`src/rtl/ttmc_pkg.sv`:
```
// Shared constants and types for the touch trimmed-mean calibration block.
`timescale 1ns / 1ps
package ttmc_pkg;

   localparam int CNT_W             = 4;
   localparam int SUM_GROWTH        = 4;
   localparam int TRIM_SHIFT        = 3;
   localparam int DISP_W            = 16;
   localparam int CSR_W             = 32;
   localparam int NUM_REGS          = 6;
   localparam int REG_IDX_W         = 3;

   localparam logic [CNT_W-1:0] SAMPLES_PER_POINT = 4'd10;

   localparam logic [REG_IDX_W-1:0] REG_GAIN_X_FROM_X = 3'd0;
   localparam logic [REG_IDX_W-1:0] REG_GAIN_X_FROM_Y = 3'd1;
   localparam logic [REG_IDX_W-1:0] REG_OFFSET_X      = 3'd2;
   localparam logic [REG_IDX_W-1:0] REG_GAIN_Y_FROM_X = 3'd3;
   localparam logic [REG_IDX_W-1:0] REG_GAIN_Y_FROM_Y = 3'd4;
   localparam logic [REG_IDX_W-1:0] REG_OFFSET_Y      = 3'd5;

   // Factory calibration in Q16.16.
   localparam logic signed [CSR_W-1:0] RST_GAIN_X_FROM_X = 32'sd5633;
   localparam logic signed [CSR_W-1:0] RST_GAIN_X_FROM_Y = -32'sd70;
   localparam logic signed [CSR_W-1:0] RST_OFFSET_X      = -32'sd326327;
   localparam logic signed [CSR_W-1:0] RST_GAIN_Y_FROM_X = -32'sd115;
   localparam logic signed [CSR_W-1:0] RST_GAIN_Y_FROM_Y = 32'sd4271;
   localparam logic signed [CSR_W-1:0] RST_OFFSET_Y      = -32'sd872862;

   typedef struct packed {
      logic load_prod;
      logic load_out;
      logic touched;
   } ttmc_ctl_type;

endpackage

```
`src/rtl/ttmc_calib.sv`:
```
// One axis of the affine calibration: registered products, then sum, truncate and saturate.
`timescale 1ns / 1ps
module ttmc_calib
   import ttmc_pkg::*;
#(
   parameter int ADC_BITS  = 12,
   parameter int FRAC_BITS = 16
) (
   input  logic                       clock,
   input  ttmc_ctl_type               ctl,
   input  logic signed [CSR_W-1:0]    gain_a,
   input  logic signed [CSR_W-1:0]    gain_b,
   input  logic signed [CSR_W-1:0]    offset,
   input  logic        [ADC_BITS-1:0] avg_a,
   input  logic        [ADC_BITS-1:0] avg_b,
   output logic signed [DISP_W-1:0]   disp
);

   localparam int PW = CSR_W + ADC_BITS + 1;
   localparam int AW = PW + 2;
   localparam logic signed [AW-1:0] SAT_MAX = AW'(32767);
   localparam logic signed [AW-1:0] SAT_MIN = -(AW'(32768));

   logic signed [PW-1:0]     prod_a_ff;
   logic signed [PW-1:0]     prod_b_ff;
   logic signed [PW-1:0]     prod_a_in;
   logic signed [PW-1:0]     prod_b_in;
   logic signed [CSR_W-1:0]  offset_ff;
   logic signed [AW-1:0]     acc;
   logic signed [AW-1:0]     quot;
   logic signed [AW-1:0]     quot_t;
   logic                     round_up;
   logic signed [DISP_W-1:0] disp_in;
   logic signed [DISP_W-1:0] disp_ff;

   assign prod_a_in = PW'(gain_a) * PW'($signed({1'b0, avg_a}));
   assign prod_b_in = PW'(gain_b) * PW'($signed({1'b0, avg_b}));

   always_ff @(posedge clock) begin
      if (ctl.load_prod) begin
         prod_a_ff <= prod_a_in;
         prod_b_ff <= prod_b_in;
         offset_ff <= offset;
      end
      if (ctl.load_out) begin
         disp_ff <= disp_in;
      end
   end

   // Division by the fixed-point scale rounds toward zero.
   always_comb begin
      acc      = AW'(prod_a_ff) + AW'(prod_b_ff) + AW'(offset_ff);
      quot     = acc >>> FRAC_BITS;
      round_up = acc[AW-1] && (|acc[FRAC_BITS-1:0]);
      quot_t   = quot + AW'({1'b0, round_up});
      if (!ctl.touched) begin
         disp_in = '0;
      end else if (quot_t > SAT_MAX) begin
         disp_in = DISP_W'(SAT_MAX);
      end else if (quot_t < SAT_MIN) begin
         disp_in = DISP_W'(SAT_MIN);
      end else begin
         disp_in = quot_t[DISP_W-1:0];
      end
   end

   assign disp = disp_ff;

endmodule

```
`config.mk`:
```
export PLATFORM = sky130hd
export DESIGN_NAME = ttmc_calib
export DESIGN_NICKNAME = d
export VERILOG_FILES = /design/src/rtl/ttmc_pkg.sv /design/src/rtl/ttmc_calib.sv
export SDC_FILE = /design/constraint.sdc
export NUM_CORES = 2
export LEC_CHECK = 0
export ABC_AREA = 1
export BUFFER_PORTS_ARGS = -buffer_cell sky130_fd_sc_hd__buf_2
export CORE_ASPECT_RATIO = 1.75
export CORE_MARGIN = 2
export CORE_UTILIZATION = 50
export DETAILED_ROUTE_END_ITERATION = 7
export PLACE_DENSITY = 0.75
export SLEW_MARGIN = 20
export SYNTH_ARGS = -nofsm -noshare
export SYNTH_HDL_FRONTEND = slang
export SYNTH_SLANG_ARGS = --single-unit
```
`constraint.sdc`:
```
create_clock -name clock -period 12.85 [get_ports clock]
set_input_delay 1.285 -clock clock [delete_from_list [all_inputs] [get_ports clock]]
set_output_delay 1.285 -clock clock [all_outputs]
set_load 0.01 [all_outputs]
```
# Yosys cells after proc, flatten, opt, wreduce, memory -nomap -nowiden
# Index checks and enable logic that the tools add are counted.
# Widths: inputs -> output; s select.
# word_totals
out_inout_bits	16
wordCells	18
reg_bits	138
inputBits	124
# op_classes
n_reduce_logical	3
magnitude_cmp	2
n_mux	2
add_sub_neg	3
mul	2
bitwise	1
# ops
cell	count
$mul 32x13->45	2
$add 46x32->47	1
$add 45x45->46	1
$add 31x2->32	1
$gt 32x16->1 const B	1
$lt 32x16->1 const B	1
$mux 16	1
$reduce_or 16->1	1
$mux 15	1
$reduce_or 2->1	1
$logic_and 1x1->1	1
$not 1->1	1

# Longest topological paths before layout
# logic_depth
depth_word	8
ltp_mapped	38
mapped_depth_nobuf	38

# Worst setup path after synthesis
# No wires, ideal clock.
# synth_timing
path_type	input to register
from	input gain_a[7]
to	register prod_a_ff[41], data pin
cell_stages	22
setup_slack_ps	6205
t_arrival_ps	6381
t_required_ps	12586
cell_sequence	clkbuf_1 > nand2_1 > fa_1 > inv_1 > fa_1 > fa_1 > inv_1 > fa_1 > fa_1 > inv_1 > ha_1 > a21oi_1 > a21boi_1 > o21bai_1 > a21oi_1 > o21ai_1 > a21boi_0 > o21ai_1 > a21boi_0 > o21ai_1 > a31oi_1 > xor2_1
# synth_via
elab_chain_cells	1
# synth_rtl
element	line_no	source
start: declaration	ttmc_calib.sv:11	input logic signed [CSR_W-1:0] gain_a,
$mul 32x13->45	ttmc_calib.sv:36	assign prod_a_in = PW'(gain_a) * PW'($signed({1'b0, avg_a}));
named net prod_a_in[41]	ttmc_calib.sv:26	logic signed [PW-1:0] prod_a_in;
end signal: assignment	ttmc_calib.sv:41	prod_a_ff <= prod_a_in;
end: declaration	ttmc_calib.sv:24	logic signed [PW-1:0] prod_a_ff;
# The timed path passes the listed nets, and every way through them passes these cells.
# A chain may end at the register's enable or synchronous reset.

# Worst setup path in the final report
# layout_timing
from	input avg_a[1]
to	register prod_a_ff[40], data pin
# layout_via
elab_chain_cells	1
# layout_rtl
element	line_no	source
start: declaration	ttmc_calib.sv:14	input logic [ADC_BITS-1:0] avg_a,
$mul 32x13->45	ttmc_calib.sv:36	
named net prod_a_in[40]	ttmc_calib.sv:26	
# The timed path passes the listed nets, and every way through them passes these cells.

==> results_dict.tcl <==
set metrics [dict create \
    die_area_um2 76800 \
    synth_cell_types 46 \
    clk_pin_slew_ns 0.08 \
    dp_hpwl_um 82300 \
    die_y_um 365 \
    overflow 0 \
    cts_num_sinks 138 \
    antenna_found_initial 0 \
    drc 0 \
    cts_tree "done" \
    grt_max_degree 64 \
    syn-cell-area_um2 37200 \
    areaGrowthSynthToFinish_pct 5.23 \
    hold_buffers 0 \
    syn_area_per_cell_um2 7.78 \
    tightest_slew_ns 0.866 \
    rsz0062_at_grt "no" \
    crit_required_ns 13.06 \
    cts.path.max_buffers 2 \
    first_pass_iters 6 \
    synthCells 4789 \
    end_kind "register" \
    fin_skew_ns 0.0169 \
    drt_iter0_drc 1512 \
    initial_utilization_pct 50.4 \
    fin_cells 5763 \
    worstSetupStartpointType "primary input" \
    routed_wirelength_um 97000 \
    routedWlPerCell_um 16.8 \
    gp_congestion 0.983 \
    numPortBuffers 139 \
    path_max_fanout 32 \
    cts_resized 0 \
    final_cell_mix "inv_1, nand2_1, fa_1" \
    synth_nets 5880 \
    finalHoldViolCount 0 \
    clock_latency_ns 0.47 \
    grt_pass1_vias 31737 \
    setup_tns_ns 0 \
    fmax_mhz 138 \
    fillers 6928 \
    layout_commonest_cell "inv_1" \
    dpl-instance-area_um2 38600 \
    io_pins 140 \
    ctsRootBufferMaster "clkbuf_16" \
    drive_above_1_share_pct 5.78 \
    grt_pass1_wl_um 158000 \
    vias_per_cell 5.13 \
    htree_levels 4 \
    status "finished, final reports clean" \
    cap_violations 0 \
    cts_buffers 17 \
    synth_edf_count 138 \
    ys.flop_type "edfxtp_1" \
    num_rows 132 \
    critPathKind "primary input to register" \
    grtUsageTotal_pct 26.4 \
    finalSetupViolCount 0 \
    synth-seq-cells 138 \
    postCtsSetupBuffers 0 \
    ys_seq_area_share_pct 11.1 \
    postRouteAntennaNets 0 \
    hp-class "primary input to register" \
    period_share_pct 56.4 \
    core-area_um2 73800 \
    vias 29587 \
    final-max-slew-violation-count 0 \
    yosysWarnings 0 \
    design_area_um2 39200 \
    fin_crit_ns 7.25 \
    slew_headroom_pct 42.3 \
    arrival_ns 7.46 \
    async_flop_share_pct 0 \
    dpl.cell_count 5729 \
    final_nets 5901 \
    die_w_um 210 \
]
## cell type report
class	count	area, um2	area share (%)
diodes	2	5.00	0.0128
clock buffers	17	425	1.09
clock inverters	15	174	0.444
inverters	1414	5310	13.5
multi-input cells	3097	27200	69.5
flip-flops and latches	138	4140	10.6
well taps	938	1170	2.99
repair buffers	142	721	1.84
## cells by family after synthesis
group | synth area share, %
buffers and inverters | 15.7
AOI/OAI and AO/OA | 4.05
and+or+nand+nor | 19.2
adders and majority gates | 47.0
xor gates and xnor gates | 2.82
DFF | 11.1
## critical path, cell delays in order
cell and delay (ns):
buf_2 0.49, nand2_1 0.16, fa_1 0.56, inv_1 0.05
fa_1 0.47, inv_1 0.05, fa_1 0.50, inv_1 0.06
fa_1 0.55, fa_1 0.43, ha_1 0.32, a21oi_1 0.17
a21boi_1 0.28, o21bai_1 0.12, a21oi_1 0.32, o21ai_1 0.14
a21boi_0 0.30, o21ai_1 0.14, a21boi_0 0.49, o21ai_1 0.26
a21oi_1 0.21, xnor2_1 0.09
## routing by layer
layer  vias to the layer above  part of all wire, %  global-route usage (%)
li1                      13837                    -                       -
met1                     14458                   35                    27.3
met2                       915                   53                    49.6
met3                       377                  3.8                    2.55
met4                         0                  8.4                    19.1
met5                         -                    0                       0
## synth_stat cells, drive strengths merged, types with 43 or more instances
master | number | share of area, %
edfxtp | 138 | 11
ha | 245 | 8.2
inv | 1413 | 14
nand2 | 1381 | 14
nand3 | 111 | 1.7
fa | 722 | 39
o21ai | 44 | 0.59
xnor2 | 43 | 1.0
clkbuf | 137 | 1.4
nor2 | 201 | 2.4
xor2 | 77 | 1.8
a21oi | 140 | 2.0
## worst paths after layout
path                           startpoint                      end  slack [ns]  depth (start not counted)
hold reg to reg    offset_ff[0]$_DFFE_PP_    disp[0]$_SDFFCE_PN0P_        1.29                          7
hold / removal                 offset[25]  offset_ff[25]$_DFFE_PP_        0.99                          1
setup / recovery                 avg_a[1]  prod_a_ff[40]$_DFFE_PP_        5.60                         22
setup reg to reg  offset_ff[31]$_DFFE_PP_    disp[2]$_SDFFCE_PN0P_        6.63                         28
## state kept, by name (all words and copies together) (netlist names)
signal	count
offset_ff	32
disp	16
prod_a_ff	45
prod_b_ff	45
## metrics by stage
step                      util (%)  setup WS (ns)  hold WS, ns
after floorplan                  -           6.20         1.08
after global routing          53.1           5.24        0.984
after global placement        52.3           5.35         1.25
after CTS                     53.1           5.68        0.978
after detailed placement      52.3           5.22         1.26
final                         53.1           5.60        0.993
Power is left out: the tool's default activity adds up to more than one toggle a clock period on the data nets, which glitch-free logic cannot reach.
